<file path="src/hdl/bencode_contact_dict_parser_unit_defines.svh">
// assertion macros for the contact dictionary parser
`ifndef BENCODE_CONTACT_DICT_PARSER_UNIT_DEFINES_SVH
`define BENCODE_CONTACT_DICT_PARSER_UNIT_DEFINES_SVH

// implication checked on every edge outside reset
`define BCD_ASSERT_IMP(label, clk_s, rst_n, ante, cons, msg) \
	label: assert property (@(posedge clk_s) disable iff (!rst_n) (ante) |-> (cons)) \
		else $error(msg);

// non-overlapping implication: the consequent is checked on the next edge
`define BCD_ASSERT_NEXT(label, clk_s, rst_n, ante, cons, msg) \
	label: assert property (@(posedge clk_s) disable iff (!rst_n) (ante) |=> (cons)) \
		else $error(msg);

`endif

</file>
<file path="src/hdl/bcdp_pkg.sv">
package bcdp_pkg;
	localparam int HOST_LIMIT = 46;
	localparam int ID_BYTES = 20;

	localparam logic [1:0] KIND_ID = 2'd0;
	localparam logic [1:0] KIND_HOST = 2'd1;
	localparam logic [1:0] KIND_DONE = 2'd2;
	localparam logic [1:0] KIND_ERR = 2'd3;

	localparam logic [7:0] CH_D = 8'h64;
	localparam logic [7:0] CH_E = 8'h65;
	localparam logic [7:0] CH_I = 8'h69;
	localparam logic [7:0] CH_COLON = 8'h3a;
	localparam logic [7:0] CH_MINUS = 8'h2d;
	localparam logic [7:0] CH_ZERO = 8'h30;

	// byte class from the front end
	typedef struct packed {
		logic [7:0] data;
		logic last;
		logic is_dig;
		logic [3:0] dig;
	} bcdp_item_t;

	typedef struct packed {
		logic [1:0] kind;
		logic [15:0] value;
		logic [5:0] position;
		logic [15:0] consumed_count;
	} bcdp_res_t;

	function automatic logic [7:0] key_char(input logic host, input logic [1:0] i);
		logic [7:0] c;
		c = 8'h00;
		unique case (i)
			2'd0: c = host ? 8'h68 : 8'h70;
			2'd1: c = 8'h6f;
			2'd2: c = host ? 8'h73 : 8'h72;
			2'd3: c = 8'h74;
			default: c = 8'h00;
		endcase
		return c;
	endfunction
endpackage

</file>
<file path="src/hdl/bcdp_front.sv">
module bcdp_front (
	input logic clk,
	input logic arst_n,
	input logic [7:0] data_byte,
	input logic last_byte,
	input logic in_valid,
	output logic in_ready,
	output bcdp_pkg::bcdp_item_t item,
	output logic item_valid,
	input logic item_ready
);
	import bcdp_pkg::*;

	// two-entry queue
	bcdp_item_t mem_q [2];
	logic wp_q, rp_q;
	logic [1:0] cnt_q;
	bcdp_item_t cls;
	logic push, pop;

	always_comb begin
		cls.data = data_byte;
		cls.last = last_byte;
		cls.is_dig = (data_byte >= 8'h30) && (data_byte <= 8'h39);
		cls.dig = 4'(data_byte - CH_ZERO);
	end

	assign in_ready = (cnt_q != 2'd2);
	assign push = in_valid && in_ready;
	assign item_valid = (cnt_q != 2'd0);
	assign pop = item_valid && item_ready;
	assign item = mem_q[rp_q];

	always_ff @(posedge clk) begin
		if (push) mem_q[wp_q] <= cls;
	end

	always_ff @(posedge clk or negedge arst_n) begin
		if (!arst_n) begin
			wp_q <= 1'b0;
			rp_q <= 1'b0;
			cnt_q <= 2'd0;
		end else begin
			if (push) wp_q <= ~wp_q;
			if (pop) rp_q <= ~rp_q;
			cnt_q <= cnt_q + 2'(push) - 2'(pop);
		end
	end
endmodule

</file>
<file path="src/hdl/bcdp_back.sv">
module bcdp_back (
	input logic clk,
	input logic arst_n,
	input bcdp_pkg::bcdp_item_t item,
	input logic item_valid,
	output logic item_ready,
	output bcdp_pkg::bcdp_res_t res,
	output logic res_valid,
	input logic res_ready
);
	import bcdp_pkg::*;

	localparam logic [3:0] PH_START = 4'd0;
	localparam logic [3:0] PH_KEY_START = 4'd1;
	localparam logic [3:0] PH_KEY_LEN = 4'd2;
	localparam logic [3:0] PH_KEY_BYTES = 4'd3;
	localparam logic [3:0] PH_VAL_FIRST = 4'd4;
	localparam logic [3:0] PH_VAL_LEN = 4'd5;
	localparam logic [3:0] PH_VAL_BYTES = 4'd6;
	localparam logic [3:0] PH_INT_I = 4'd7;
	localparam logic [3:0] PH_INT_BODY = 4'd8;
	localparam logic [3:0] PH_IDLE = 4'd9;

	logic [3:0] ph_q, ph_d;
	logic [7:0] len_q, len_d;
	logic [5:0] idx_q, idx_d;
	logic [2:0] km_q, km_d;
	logic [15:0] iacc_q, iacc_d;
	logic [2:0] if_q, if_d;
	logic [2:0] found_q, found_d;
	logic [15:0] port_q, port_d;
	logic [5:0] hlen_q, hlen_d;
	logic [15:0] bcnt_q, bcnt_d;

	bcdp_res_t out_d;
	logic emit;
	logic fire;
	logic [1:0] r;
	logic [11:0] len_mul;
	logic [7:0] len_next;
	logic [6:0] idx_inc;
	logic [1:0] ki;
	logic [7:0] b;

	// output register is free or being drained
	assign item_ready = !res_valid || res_ready;
	assign fire = item_valid && item_ready;
	assign b = item.data;

	always_comb begin
		len_mul = 12'(len_q) * 12'd10 + 12'(item.dig);
		len_next = (len_mul > 12'd255) ? 8'd255 : len_mul[7:0];
	end

	always_comb begin
		ph_d = ph_q; len_d = len_q; idx_d = idx_q; km_d = km_q;
		iacc_d = iacc_q; if_d = if_q; found_d = found_q; port_d = port_q;
		hlen_d = hlen_q; bcnt_d = bcnt_q;
		r = 2'd0;
		emit = 1'b0;
		out_d = '0;
		idx_inc = 7'(idx_q) + 7'd1;
		ki = idx_q[1:0];
		if (ph_q != PH_IDLE) begin
			if (bcnt_q != 16'hffff) bcnt_d = bcnt_q + 16'd1;
			unique case (ph_q)
				PH_START: begin
					if (b != CH_D) r = 2'd3;
					else ph_d = PH_KEY_START;
				end
				PH_KEY_START: begin
					if (b == CH_E) r = (found_q == 3'b111) ? 2'd2 : 2'd3;
					else if (!item.is_dig) r = 2'd3;
					else begin
						len_d = {4'd0, item.dig};
						ph_d = PH_KEY_LEN;
					end
				end
				PH_KEY_LEN, PH_VAL_LEN: begin
					if (item.is_dig) len_d = len_next;
					else if (b != CH_COLON) r = 2'd3;
					else if (ph_q == PH_KEY_LEN) begin
						if (len_q == 8'd2) km_d = 3'b001;
						else if (len_q == 8'd4) km_d = 3'b110;
						else r = 2'd3;
						idx_d = '0;
						ph_d = PH_KEY_BYTES;
					end else begin
						if (km_q == 3'b001) begin
							if (len_q != 8'(ID_BYTES)) r = 2'd3;
						end else if (len_q >= 8'(HOST_LIMIT)) r = 2'd3;
						idx_d = '0;
						if (len_q == 8'd0) begin
							if (km_q == 3'b001) found_d[0] = 1'b1;
							else begin
								found_d[1] = 1'b1;
								hlen_d = '0;
							end
							ph_d = PH_KEY_START;
						end else ph_d = PH_VAL_BYTES;
					end
				end
				PH_KEY_BYTES: begin
					if (km_q[0] && (ki > 2'd1 || b != (ki[0] ? 8'h64 : 8'h69))) km_d[0] = 1'b0;
					if (km_q[1] && key_char(1'b1, ki) != b) km_d[1] = 1'b0;
					if (km_q[2] && key_char(1'b0, ki) != b) km_d[2] = 1'b0;
					if (km_d == 3'b000) r = 2'd3;
					else if (8'(idx_inc) >= len_q) begin
						idx_d = '0;
						ph_d = (km_d == 3'b100) ? PH_INT_I : PH_VAL_FIRST;
					end else idx_d = idx_inc[5:0];
				end
				PH_VAL_FIRST: begin
					if (!item.is_dig) r = 2'd3;
					else begin
						len_d = {4'd0, item.dig};
						ph_d = PH_VAL_LEN;
					end
				end
				PH_VAL_BYTES: begin
					r = 2'd1;
					out_d.kind = (km_q == 3'b001) ? KIND_ID : KIND_HOST;
					out_d.value = {8'd0, b};
					out_d.position = idx_q;
					idx_d = idx_inc[5:0];
					if (8'(idx_inc) >= len_q) begin
						if (km_q == 3'b001) found_d[0] = 1'b1;
						else begin
							found_d[1] = 1'b1;
							hlen_d = len_q[5:0];
						end
						ph_d = PH_KEY_START;
					end
				end
				PH_INT_I: begin
					if (b != CH_I) r = 2'd3;
					else begin
						iacc_d = '0;
						if_d = '0;
						ph_d = PH_INT_BODY;
					end
				end
				PH_INT_BODY: begin
					if (b == CH_E) begin
						if (!if_q[1]) r = 2'd3;
						else begin
							port_d = if_q[0] ? 16'(16'd0 - iacc_q) : iacc_q;
							found_d[2] = 1'b1;
							ph_d = PH_KEY_START;
						end
					end else if (b == CH_MINUS && if_q == 3'd0) if_d = 3'b001;
					else if (!item.is_dig || if_q[2]) r = 2'd3;
					else begin
						if (!if_q[1] && item.dig == 4'd0) if_d[2] = 1'b1;
						if_d[1] = 1'b1;
						iacc_d = 16'(iacc_q * 16'd10) + 16'(item.dig);
					end
				end
				default: r = 2'd3;
			endcase
			if (r == 2'd1) emit = 1'b1;
			else if (r == 2'd2) begin
				emit = 1'b1;
				out_d.kind = KIND_DONE;
				out_d.value = port_q;
				out_d.position = hlen_q;
				out_d.consumed_count = bcnt_d;
				ph_d = PH_IDLE;
			end else if (r == 2'd3) begin
				emit = 1'b1;
				out_d.kind = KIND_ERR;
				ph_d = PH_IDLE;
			end
			if (item.last && ph_d != PH_IDLE) begin
				emit = 1'b1;
				out_d = '0;
				out_d.kind = KIND_ERR;
			end
		end
		if (item.last) begin
			ph_d = PH_START; len_d = '0; idx_d = '0; km_d = 3'b111;
			iacc_d = '0; if_d = '0; found_d = '0; port_d = '0;
			hlen_d = '0; bcnt_d = '0;
		end
	end

	always_ff @(posedge clk or negedge arst_n) begin
		if (!arst_n) begin
			ph_q <= PH_START; len_q <= '0; idx_q <= '0; km_q <= 3'b111;
			iacc_q <= '0; if_q <= '0; found_q <= '0; port_q <= '0;
			hlen_q <= '0; bcnt_q <= '0;
			res_valid <= 1'b0;
		end else begin
			if (fire) begin
				ph_q <= ph_d; len_q <= len_d; idx_q <= idx_d; km_q <= km_d;
				iacc_q <= iacc_d; if_q <= if_d; found_q <= found_d; port_q <= port_d;
				hlen_q <= hlen_d; bcnt_q <= bcnt_d;
			end
			if (item_ready) res_valid <= fire && emit;
		end
	end

	always_ff @(posedge clk) begin
		if (fire && emit) res <= out_d;
	end
endmodule

</file>
<file path="src/hdl/bencode_contact_dict_parser_unit.sv">
// bencoded contact dictionary parser: one buffer byte per transaction on
// s_axis (tlast marks the buffer end); id bytes, host characters, a done
// record and errors leave on m_axis. The front end classifies each byte
// into a two-entry queue, the parser state advances once per byte and
// registers at most one result, so bytes stream at one per cycle while
// m_axis is not stalled.
`include "bencode_contact_dict_parser_unit_defines.svh"
module bencode_contact_dict_parser_unit (
	input logic clk,
	input logic arst_n,
	input logic s_axis_tvalid,
	output logic s_axis_tready,
	input logic [7:0] s_axis_tdata, // data_byte
	input logic s_axis_tlast, // last_byte
	output logic m_axis_tvalid,
	input logic m_axis_tready,
	output logic [39:0] m_axis_tdata, // value, position, consumed_count (2 pad)
	output logic [1:0] m_axis_tuser // kind
);
	import bcdp_pkg::*;

	bcdp_item_t item;
	logic item_valid, item_ready;
	bcdp_res_t res;

	bcdp_front u_front (
		.clk(clk), .arst_n(arst_n),
		.data_byte(s_axis_tdata), .last_byte(s_axis_tlast),
		.in_valid(s_axis_tvalid), .in_ready(s_axis_tready),
		.item(item), .item_valid(item_valid), .item_ready(item_ready)
	);

	bcdp_back u_back (
		.clk(clk), .arst_n(arst_n),
		.item(item), .item_valid(item_valid), .item_ready(item_ready),
		.res(res), .res_valid(m_axis_tvalid), .res_ready(m_axis_tready)
	);

	assign m_axis_tdata = {2'b00, res.consumed_count, res.position, res.value};
	assign m_axis_tuser = res.kind;

	`BCD_ASSERT_NEXT(a_hold, clk, arst_n, m_axis_tvalid && !m_axis_tready, m_axis_tvalid && $stable(m_axis_tdata), "result dropped while stalled")
	`BCD_ASSERT_IMP(a_err_zero, clk, arst_n, m_axis_tvalid && m_axis_tuser == KIND_ERR, m_axis_tdata == 40'd0, "error result carries data")
	`BCD_ASSERT_IMP(a_pos, clk, arst_n, m_axis_tvalid && (m_axis_tuser == KIND_ID || m_axis_tuser == KIND_HOST), m_axis_tdata[21:16] < 6'(HOST_LIMIT) && m_axis_tdata[39:22] == 18'd0, "string position out of range")
endmodule

</file>
<file path="config.mk">
export PLATFORM = sky130hd
export DESIGN_NAME = bencode_contact_dict_parser_unit
export DESIGN_NICKNAME = d
export VERILOG_FILES = /design/src/hdl/bcdp_pkg.sv /design/src/hdl/bcdp_front.sv /design/src/hdl/bcdp_back.sv /design/src/hdl/bencode_contact_dict_parser_unit.sv
export VERILOG_INCLUDE_DIRS = /design/src /design/src/hdl
export SDC_FILE = /design/constraint.sdc
export NUM_CORES = 1
export LEC_CHECK = 0
export ABC_AREA = 1
export BUFFER_PORTS_ARGS = -buffer_cell sky130_fd_sc_hd__buf_2
export CAP_MARGIN = 25
export CORE_ASPECT_RATIO = 1.1
export CORE_MARGIN = 2
export CORE_UTILIZATION = 35
export DETAILED_ROUTE_END_ITERATION = 10
export SYNTH_ARGS = -nofsm -noshare
export SYNTH_HDL_FRONTEND = slang
export SYNTH_HIERARCHICAL = 1
export SYNTH_SLANG_ARGS = --single-unit
</file>
<file path="constraint.sdc">
create_clock -name clk -period 3.1 [get_ports clk]
set_input_delay 0.62 -clock clk [delete_from_list [all_inputs] [get_ports clk]]
set_output_delay 0.62 -clock clk [all_outputs]
set_load 0.01 [all_outputs]
</file>
# Word level (Yosys, flattened, before mapping)
# Memories as Yosys holds them, arrays and structs flattened.
# Index checks and enable logic that the tools add are counted.
[word_totals]
register_bits = 126
ram_bits = 28
out_inout_bits = 44
elab_cells = 281
in_bits = 13
mem_count = 1
[op_classes]
n_reduce_logical = 46
magnitude_cmp = 6
addsub = 8
multipliers = 2
n_eq_ne = 51
n_mux = 142
n_bitwise = 4
[memory_table]
columns = ["name", "words", "word_bits", "read_ports", "rd_clocked_by_memory_dff", "wr", "line_no", "text"]
rows = [
  ["u_front.mem_q", 2, 14, 1, 0, 1, "bcdp_front.sv:15", "bcdp_item_t mem_q [2];"],
]
[ops]
columns = ["op", "n"]
rows = [
  ["two-way mux 16 bit", 15],
  ["two-way mux 6 bit", 15],
  ["two-way mux 40 bit", 2],
  ["two-way mux 8 bit", 10],
  ["two-way mux 4 bit", 19],
  ["case mux 8 bit (4 select lines)", 2],
  ["two-way mux 2 bit", 28],
  ["two-way mux 3 bit", 15],
  ["two-way mux 38 bit", 1],
  ["!= test 3 x 2 -> 1 bit (second input constant)", 11],
  ["case mux 16 bit (2 select lines)", 1],
  ["case mux 4 bit (8 select lines)", 1],
  ["two-way mux 1 bit", 25],
  ["two-way mux 24 bit", 1],
  ["!= test 8 bit", 3],
  ["case mux 8 bit (3 select lines)", 1],
  ["AND reduction 7 bit", 3],
  ["case mux 6 bit (3 select lines)", 1],
  ["AND reduction 6 bit", 3],
  ["adder 16 x 1 -> 16 bit (second input constant)", 1],
  ["adder 16 x 4 -> 16 bit", 1],
  ["== test 4 x 3 -> 1 bit (second input constant)", 4],
  ["greater-or-equal comparator 8 x 6 -> 1 bit (second input constant)", 2],
  ["multiplier 16 x 3 -> 15 bit (second input constant)", 1],
  ["other kinds (52)", 93],
]

# Depth between registers and ports, before layout
# Gate-level depths: netlist (run 1).
[logic_depth]
ltp_word = 23
ltp_mapped = 20

# Cells and area by module
# The synthesis (run 1) kept the hierarchy.
[by_module_without_submodules]
columns = ["module", "cells_per_inst", "seq_area_each_um2", "area_per_inst_um2", "instances"]
rows = [
  ["bcdp_back", 1119, 3256.9, 8405.6, 1],
  ["bcdp_front", 92, 700.7, 1032.2, 1],
  ["bencode_contact_dict_parser_unit", 3, 0.0, 18.8, 1],
]

# Worst setup path before layout (run 1)
# No wires, ideal clock.
[synth_timing]
kind = "reg-to-reg"
from = "register u_front.rp_q"
to = "register, netlist name u_back/res[0]"
t_arrival_ps = 2611
path_stages_with_launch = 18
slack_ps = 95
setup_ps = 395
t_required_ps = 2705
path_cell_list = "dfrtp_1 -> inv_1 -> buf_6 -> nand2_1 -> nand2_1 -> buf_4 -> inv_1 -> nand2_1 -> nor2_1 -> nand2_2 -> a21boi_2 -> or2_4 -> nor2_4 -> inv_2 -> nor2_4 -> nand3_1 -> nand2_1 -> inv_1"
[synth_rtl]
columns = ["element", "line_no", "text"]
rows = [
  ["start: declaration", "bcdp_front.sv:16", "logic wp_q, rp_q;"],
  ["start signal: assignment", "bcdp_front.sv:45", "if (pop) rp_q <= ~rp_q;"],
]

# Final worst setup path (run 1)
[layout_timing]
from = "register u_back.idx_q[0]"
to = "register, netlist name u_back/res[19]"
[layout_between]
elab_chain_cells = 23
elab_cells_between_ends = 55
[layout_lines]
columns = ["element", "line_no", "text"]
rows = [
  ["start: declaration", "bcdp_back.sv:26", "logic [5:0] idx_q, idx_d;"],
  ["start signal: assignment", "bcdp_back.sv:195", "ph_q <= ph_d; len_q <= len_d; idx_q <= idx_d; km_q <= km_d;"],
  ["== test 2 bit, or another cell as far along", "bcdp_pkg.sv:35", "unique case (i)"],
  ["case mux 8 bit (4 select lines)", "bcdp_pkg.sv:35", ""],
  ["two-way mux 8 bit", "bcdp_back.sv:66", "unique case (ph_q)"],
  ["two-way mux 8 bit", "bcdp_back.sv:64", "if (ph_q != PH_IDLE) begin"],
  ["!= test 8 bit (on tied branches)", "bcdp_back.sv:105, bcdp_back.sv:106", ""],
  ["logical AND 1 bit (on tied branches)", "bcdp_back.sv:105, bcdp_back.sv:106", ""],
  ["two-way mux 1 bit (on tied branches)", "bcdp_back.sv:105, bcdp_back.sv:106", ""],
  ["two-way mux 1 bit", "bcdp_back.sv:66", ""],
  ["(+7 left out)", "n/a", ""],
  ["two-way mux 4 bit", "bcdp_back.sv:162", "else if (r == 2'd2) begin"],
  ["two-way mux 4 bit", "bcdp_back.sv:161", "if (r == 2'd1) emit = 1'b1;"],
  ["two-way mux 4 bit", "bcdp_back.sv:64", ""],
  ["!= test 4 bit", "bcdp_back.sv:174", "if (item.last && ph_d != PH_IDLE) begin"],
  ["logical AND 1 bit", "bcdp_back.sv:174", ""],
  ["two-way mux 1 bit *", "bcdp_back.sv:174", ""],
  ["two-way mux 1 bit *", "bcdp_back.sv:64", ""],
  ["logical AND 1 bit *", "bcdp_back.sv:204", "if (fire && emit) res <= out_d;"],
]
# Mark *: on every way between the ends. The rest lies on a longest branch, timed or not. The select of a mux whose other input is x is not followed.
# A chain may end at the register's enable or synchronous reset.

==> Implementation_results.wiki, run 1 <==
{| class="wikitable"
! Metric !! Value
|-
| # IOs || 57
|-
| Total routed wirelength || 23.25 mm
|-
| Setup repair after global routing missed its margin || false
|-
| CTS clock-pin slew for the worst setup and hold paths || 0.06 ns
|-
| First-iteration detailed-routing DRC count || 419
|-
| CTS H-tree depth || 4
|-
| Vertical extent of the die || 176.4 um
|-
| Number of standard-cell rows in the floorplan || 63
|-
| Proportion of synthesized flip-flops having asynchronous set or reset || 58.90%
|-
| Peak per-stage delay on the critical path || 0.47 ns
|-
| Maximum clock frequency || 0.3422 GHz
|-
| Post-DP HPWL || 17.86 mm
|-
| Final weighted congestion in routability-driven placement || 0.8917
|-
| Category of the worst setup path launch point || flop
|-
| Library cell occupying the most area in the post-synthesis netlist || sky130_fd_sc_hd__dfrtp_1
|-
| Cell breakdown of the critical path || buf_4, ha_1, o21ai_0, xor2_1, nand3_1, nand4_1, nand2_1, nor2_4, nand3_1, nand2_1, inv_1, buf_12
|-
| Type of the most critical hold path || in2async
|-
| Die X || 160.7 um
|-
| Die outline area || 28350 sq um
|-
| Drt first pass iters || 4
|-
| Antenna violations before repair || 0
|-
| Static leakage || 0.005136 uW
|-
| Gate count of the mapped netlist || 1214
|-
| Setup violators final || 0
|-
| Fraction of the yosys area taken by sequential cells || 41.85%
|-
| Bufs on Longest Clock Path || 2
|-
| Post-detailed-route count of antenna-violating nets || 0
|-
| Number of failing hold endpoints at the final stage || 0
|-
| GR Overflow Total || 0
|-
| Number of global-route vias before repair || 8120
|-
| TritonCTS sink count || 146
|-
| Average routed wire per standard cell || 14.05 um
|-
| Ant diodes || 0
|-
| Post-synthesis instance area || 9457 sq um
|-
| Highest net fanout along the worst path || 40
|-
| CTS Root Cell || sky130_fd_sc_hd__clkbuf_16
|-
| Maximum number of pins on one net before global-route repair || 45
|-
| Cts bufs inserted || 17
|-
| Average size of a mapped cell || 7.790 sq um
|-
| Top_reg_cell synth || sky130_fd_sc_hd__dfrtp_1
|-
| DRC violation count after routing || 0
|-
| Cell family with the largest share of critical-path delay || simple AND/OR/NAND/NOR gates
|-
| Final total negative setup slack || 0 ns
|-
| Routed via count divided by cell count || 4.919
|-
| Category of the critical setup timing path || reg2reg
|-
| Clock Latency Late Sink || 0.43 ns
|-
| Max Cap Viol || 0
|-
| Endpoint required time on the critical path || 3.26 ns
|-
| Post-synthesis register bit count || 146
|-
| Effective utilization at floorplan || 35.28%
|-
| Area growth from synthesis to layout || 13.67%
|-
| Minimum clock period after layout || 2.922 ns
|-
| Arrival @ worst endpoint || 3.09 ns
|-
| Relative slew slack || 44.21%
|-
| Core area || 26800 sq um
|-
| Total power per unit cell area || 903.2 nW/um^2
|-
| EDFF count, synth || 60
|-
| Global-route wire length before repair || 39.02 mm
|-
| Clock tree from TritonCTS || done
|-
| Post-synth top area share || 21.96%
|-
| Top cells by instance count after synthesis || sky130_fd_sc_hd__nand2_1, sky130_fd_sc_hd__inv_1, sky130_fd_sc_hd__nor2_1
|-
| Max-slew violation count || 0
|-
| Number of standard cells in the final layout excluding fillers || 1654
|-
| Layout Nets || 1358
|-
| Synthesis warning total || 6
|-
| Unique masters post-synth || 50
|-
| Hold-fix buffers at CTS || 0
|-
| Layout cells sized above 1 || 13.96%
|-
| Power after layout || 9709 uW
|-
| Buffers plus inverters on the worst setup path || 3
|-
| Ranking of synthesized cells by area || sky130_fd_sc_hd__dfrtp_1, sky130_fd_sc_hd__edfxtp_1, sky130_fd_sc_hd__nand2_1
|-
| Worst clock skew || 0.006308 ns
|-
| Element type at the critical path end || flop
|-
| Port Buffers || 54
|-
| Critical-path cell with the highest stage delay || sky130_fd_sc_hd__dfrtp_1
|-
| Measured slew at the worst slew-check pin || 0.8337 ns
|-
| Status || completed
|-
| Peak supply drop || 0.0005310 V
|-
| Most numerous cell in the Yosys netlist || sky130_fd_sc_hd__nand2_1
|-
| Global router's overall resource usage || 17.03%
|-
| Cell count after placement || 1622
|-
| Vias || 8136
|-
| Post-route fraction of the period consumed by the critical path || 94.26%
|}
[report_power, final]
| group | switching, uW | internal (uW) | leakage (uW) |
|---|---|---|---|
| clock | 857 | 1030 | 0.000249 |
| sequential | 283 | 2730 | 0.00176 |
| combinational | 3300 | 1520 | 0.00313 |
[placed cells by master (no fill, tap or decap), types with 25 or more instances in the layout]
master,instances
sky130_fd_sc_hd__xor2_1,25
sky130_fd_sc_hd__nor2_1,130
sky130_fd_sc_hd__buf_2,53
sky130_fd_sc_hd__nand3_1,105
sky130_fd_sc_hd__dfrtp_1,82
sky130_fd_sc_hd__o21ai_0,78
sky130_fd_sc_hd__inv_1,147
sky130_fd_sc_hd__o21ai_1,25
sky130_fd_sc_hd__nand2_1,287
sky130_fd_sc_hd__ha_1,57
sky130_fd_sc_hd__edfxtp_1,60
sky130_fd_sc_hd__a21oi_1,36
[worst paths after layout]
kind	startpoint	to	slack, ns	depth (start not counted)
min in group clk	s_axis_tlast	u_front/mem_q[1][5]	0.38	1
max	u_back/idx_q[0]	u_back/res[19]	0.18	12
min	arst_n	u_back/idx_q[0]	0.21	1
max reg2reg	u_back/idx_q[0]	u_back/res[19]	0.18	12
max in group asynchronous	arst_n	u_back/port_q[9]	2.24	2
min reg2reg	u_back/hlen_q[3]	u_back/hlen_q[3]	0.48	2
[repair_timing]
action	4_1_cts	5_1_grt
buffers inserted	0	0
resized for setup	0	6
endpoints found under the setup margin	0	46
[per-layer routing]
| metal | vias to the layer above | GRT usage [%] | share of wire, % |
|---|---|---|---|
| li1 | 4138 | - | - |
| met1 | 3822 | 21.13 | 46 |
| met2 | 144 | 30.32 | 49 |
| met3 | 32 | 2.748 | 3.2 |
| met4 | 0 | 5.506 | 1.9 |
| met5 | - | 0 | 0 |
[worst register-to-register path, stage by stage (launching register included)]
cell,delay (ns)
sky130_fd_sc_hd__dfrtp_1,0.47
sky130_fd_sc_hd__buf_4,0.20
sky130_fd_sc_hd__ha_1,0.26
sky130_fd_sc_hd__o21ai_0,0.31
sky130_fd_sc_hd__xor2_1,0.21
sky130_fd_sc_hd__nand3_1,0.16
sky130_fd_sc_hd__nand4_1,0.19
sky130_fd_sc_hd__nand2_1,0.11
sky130_fd_sc_hd__nor2_4,0.19
sky130_fd_sc_hd__nand3_1,0.11
sky130_fd_sc_hd__nand2_1,0.15
sky130_fd_sc_hd__inv_1,0.10
sky130_fd_sc_hd__buf_12,0.18
[sequential cells by signal, indices dropped and copies added (netlist names)]
register / flops
u_back/len_q: 8
u_back/ph_q: 4
u_back/res_valid: 1
u_back/if_q: 3
u_front/wp_q: 1
u_front/rp_q: 1
u_back/hlen_q: 6
u_back/iacc_q: 16
u_back/idx_q: 6
u_back/res: 40
u_back/port_q: 16
u_front/cnt_q: 2
u_back/found_q: 3
u_front/mem_q: 20
u_back/km_q: 3
u_back/bcnt_q: 16
[stage by stage]
| step | setup WS (ns) | utilization [%] | area (sq um) | hold WS [ns] |
|---|---|---|---|---|
| 2_1_floorplan | 0.09470 | - | 9460 | 0.3244 |
| 3_3_place_gp | 0.2313 | 38.06 | 10200 | 0.4604 |
| 3_5_place_dp | 0.1955 | 38.06 | 10200 | 0.4646 |
| 4_1_cts | 0.1771 | 40.06 | 10740 | 0.2335 |
| 5_1_grt | 0.02252 | 40.11 | 10750 | 0.2472 |
| 6_report | 0.1780 | 40.11 | 10750 | 0.2124 |
[final cells by class]
| type | instances | area, sq um |
|---|---|---|
| Sequential cell | 146 | 3959 |
| Fill cell | 2759 | 16050 |
| Timing Repair Buffer | 76 | 462.9 |
| Inverter | 165 | 621.8 |
| Clock buffer | 17 | 425.4 |
| Clock inverter | 15 | 110.1 |
| Tap cell | 357 | 446.7 |
| Multi-Input combinational cell | 878 | 4723 |
[kinds of logic after synthesis]
logic type / after synthesis / synth area share (%)
AND/OR/NAND/NOR: 603 / 27.92
buffers and inverters: 191 / 8.375
AO/OA/AOI/OAI: 184 / 10.84
flip-flops: 146 / 41.85
adder cells (fa/ha/maj): 61 / 8.388
XOR/XNOR: 28 / 2.593
other: 1 / 0.03965
(Power assumes the default switching activity.)
==> run 2, diff against run 1 <==
clock period = 2.4 ns   (was 3.1 ns; I/O delays follow)
==> Implementation_results.wiki, run 2 (synthesis gave the netlist of run 1 again) <==
{| class="wikitable"
! Metric !! Value
|-
| Type of the most critical hold path || in2reg
|-
| Footprint of the multi-input gates || 5638 sq um (+19%)
|-
| Maximum number of pins on one net before global-route repair || 36 (-20%)
|-
| Number of standard-cell rows in the floorplan || 63 (unchanged)
|-
| Switch Pwr || 7197 uW (+62%)
|-
| Relative contribution of the clock network to total power || 15.3% (-4.1 points)
|-
| First-iteration detailed-routing DRC count || 561 (+34%)
|-
| Share of total power in sequential cells || 23.5% (-7.5 points)
|-
| Post-route fraction of the period consumed by the critical path || 107.6% (+13 points)
|-
| Effective utilization at floorplan || 35.28% (unchanged)
|-
| Count of cells along the worst register-to-register path || 17 (+5)
|-
| Total routed wirelength || 26.33 mm (+13%)
|-
| Layout cells sized above 1 || 35.53% (+22 points)
|-
| Number of standard cells in the final layout excluding fillers || 1829 (+11%)
|-
| Area occupied by registers || 3963 sq um (about the same)
|-
| Hold-critical path depth || 1
|-
| Endpoint required time on the critical path || 2.58 ns (-0.68 ns)
|-
| Die X || 160.7 um (unchanged)
|-
| Cts bufs inserted || 17 (unchanged)
|-
| Final total negative setup slack || -8.214 ns (-8.214 ns)
|-
| Peak supply drop || 0.0007269 V (+37%)
|-
| Critical-path cell with the highest stage delay || sky130_fd_sc_hd__dfrtp_2
|-
| Highest-count cells in the layout ignoring fill and taps || sky130_fd_sc_hd__nand2_1, sky130_fd_sc_hd__buf_4, sky130_fd_sc_hd__inv_1, sky130_fd_sc_hd__nor2_1
|-
| Routed via count divided by cell count || 4.921 (about the same)
|-
| Final weighted congestion in routability-driven placement || 0.8768 (-1.7%)
|-
| Post-detailed-route count of antenna-violating nets || 0 (unchanged)
|-
| Setup violators final || 70 (+70)
|-
| Total power per unit cell area || 1246 nW/um^2 (+38%)
|-
| TritonCTS sink count || 146 (unchanged)
|-
| Minimum clock period after layout || 2.581 ns (-0.3407 ns)
|-
| Worst path depth || 17 (+5)
|-
| Clock Latency Late Sink || 0.42 ns (about the same)
|-
| Area growth from synthesis to layout || 39.85%
|-
| Element type at the critical path end || flop
|-
| Max reg flops || 40 (unchanged)
|-
| Category of the critical setup timing path || reg2reg
|-
| Crit path top cell by count || sky130_fd_sc_hd__nand2_2
|-
| Vertical extent of the die || 176.4 um (unchanged)
|-
| Cell breakdown of the critical path || clkinvlp_4, nand2_2, nand2_2, inv_2, nand2_4, nor2_4, nand3_2, nand2_2, o21ai_2, or2_4, nor2_4, inv_2, nor2_4, nand3_2, nand2_2, clkinvlp_4, buf_12
|-
| Max-slew violation count || 0 (unchanged)
|-
| Worst clock skew || 0.007798 ns (+0.001490 ns)
|-
| Setup slack of the critical path after layout || -0.1813 ns (-0.3593 ns)
|-
| CTS Root Cell || sky130_fd_sc_hd__clkbuf_16
|-
| Clock tree from TritonCTS || done
|-
| Static leakage || 0.006248 uW (+22%)
|-
| Highest net fanout along the worst path || 20 (-50%)
|-
| GR Overflow Total || 0 (unchanged)
|-
| Comb power frac || 61.2% (+12 points)
|-
| Setup slack, reg-to-reg || -0.18 ns (-0.36 ns)
|-
| Global-route wire length before repair || 42.54 mm (+9.0%)
|-
| Vias || 9001 (+11%)
|-
| Peak per-stage delay on the critical path || 0.45 ns (-0.02 ns)
|-
| Drt first pass iters || 5 (+1)
|-
| Antenna violations before repair || 1 (+1)
|-
| Post-DP HPWL || 18.87 mm (+5.6%)
|-
| Setup repair after global routing missed its margin || true
|-
| DRC violation count after routing || 0 (unchanged)
|-
| CTS H-tree depth || 4 (unchanged)
|-
| Reg with most FFs || u_back/res
|-
| Status || complete, but fails checks
|-
| Die outline area || 28350 sq um (unchanged)
|-
| CTS clock-pin slew for the worst setup and hold paths || 0.06 ns (about the same)
|-
| Internal || 9287 uW (+76%)
|-
| Violated checks || negative setup slack
|-
| Pre-CTS setup slack || -0.1599 ns (-0.3554 ns)
|-
| Sw Ratio || 43.66% (-2.1 points)
|-
| Global router's overall resource usage || 18.57% (+1.5 points)
|-
| Fill cell instance count of the final layout || 2508 (-9.1%)
|-
| Ant diodes || 0 (unchanged)
|-
| Largest registers ranked by flip-flop count || u_back/res x40, u_front/mem_q x20
|-
| Max Cap Viol || 0 (unchanged)
|-
| Core area || 26800 sq um (unchanged)
|-
| Maximum clock frequency || 0.3874 GHz (+13%)
|-
| Layout Nets || 1533 (+13%)
|-
| Arrival @ worst endpoint || 2.76 ns (-0.33 ns)
|-
| Bufs on Longest Clock Path || 2 (unchanged)
|-
| Cell count after placement || 1735 (+7.0%)
|-
| Category of the worst setup path launch point || flop
|-
| Number of failing hold endpoints at the final stage || 0 (unchanged)
|-
| Cell family with the largest share of critical-path delay || simple AND/OR/NAND/NOR gates
|-
| Buffers plus inverters on the worst setup path || 5 (+2)
|-
| Average routed wire per standard cell || 14.40 um (+2.4%)
|-
| # IOs || 57 (unchanged)
|-
| Number of global-route vias before repair || 8817 (+8.6%)
|-
| Most common library cell in the layout ignoring fill and taps || sky130_fd_sc_hd__nand2_1
|-
| Port Buffers || 54 (unchanged)
|}
run 2: metal layers:
layer / wire length [um] / GRT usage, % / up-vias / part of all wire (%)
met3: 1014 / 3.077 / 41 / 3.9
met5: 8 / 0 / - / 0.030
met2: 13520 / 33.58 / 175 / 51
met4: 561 / 5.208 / 2 / 2.1
met1: 11220 / 22.87 / 4261 / 43
li1: - / - / 4522 / -
run 2: worst paths after layout:
| kind | from | endpoint |
|---|---|---|
| setup / recovery | u_front/rp_q | u_back/res[0] |
| hold / removal | s_axis_tdata[0] | u_front/mem_q[1][6] |
| setup reg to reg | u_front/rp_q | u_back/res[0] |
| hold reg to reg | u_back/hlen_q[5] | u_back/hlen_q[5] |
| max in group asynchronous | arst_n | u_back/km_q[1] |
| min in group asynchronous | arst_n | u_back/idx_q[2] |
run 2: power by group through the flow:
stage,Clock (uW),Sequential [uW],Combinational (uW)
CTS,2580,3880,8960
global placement,0,3890,7440
global route,2680,3950,11000
finish,2520,3870,10100
floorplan,0,4070,4400
detailed placement,0,3900,7550
run 2: cell type report:
class | instances | share of cell area, %
clock buffers | 18 | 3.321
clock inverters | 14 | 0.8799
inverters | 165 | 4.882
multi-input cells | 881 | 42.63
flip-flops and latches | 146 | 29.96
well taps | 357 | 3.377
repair buffers | 247 | 14.89
repair inverters | 1 | 0.05676
run 2: through the flow:
step	hold slack (ns)	power (uW)	instance area (sq um)	util, %
floorplan	0.1844	8461	9564	-
global placement	0.4357	11330	11190	41.76
detailed placement	0.4424	11440	11190	41.76
CTS	0.2267	15420	12420	46.33
global route	0.2338	17670	13230	49.35
finish	0.2453	16480	13230	49.35
run 2: repair_timing:
item                       in CTS  in global routing
setup endpoints to repair      87                135
buffers inserted               30                 26
resized for setup              88                162
hold buffers                    1                  0
hold endpoints to repair       24                  0
pin swaps                      36                 64
cloned                          6                  2
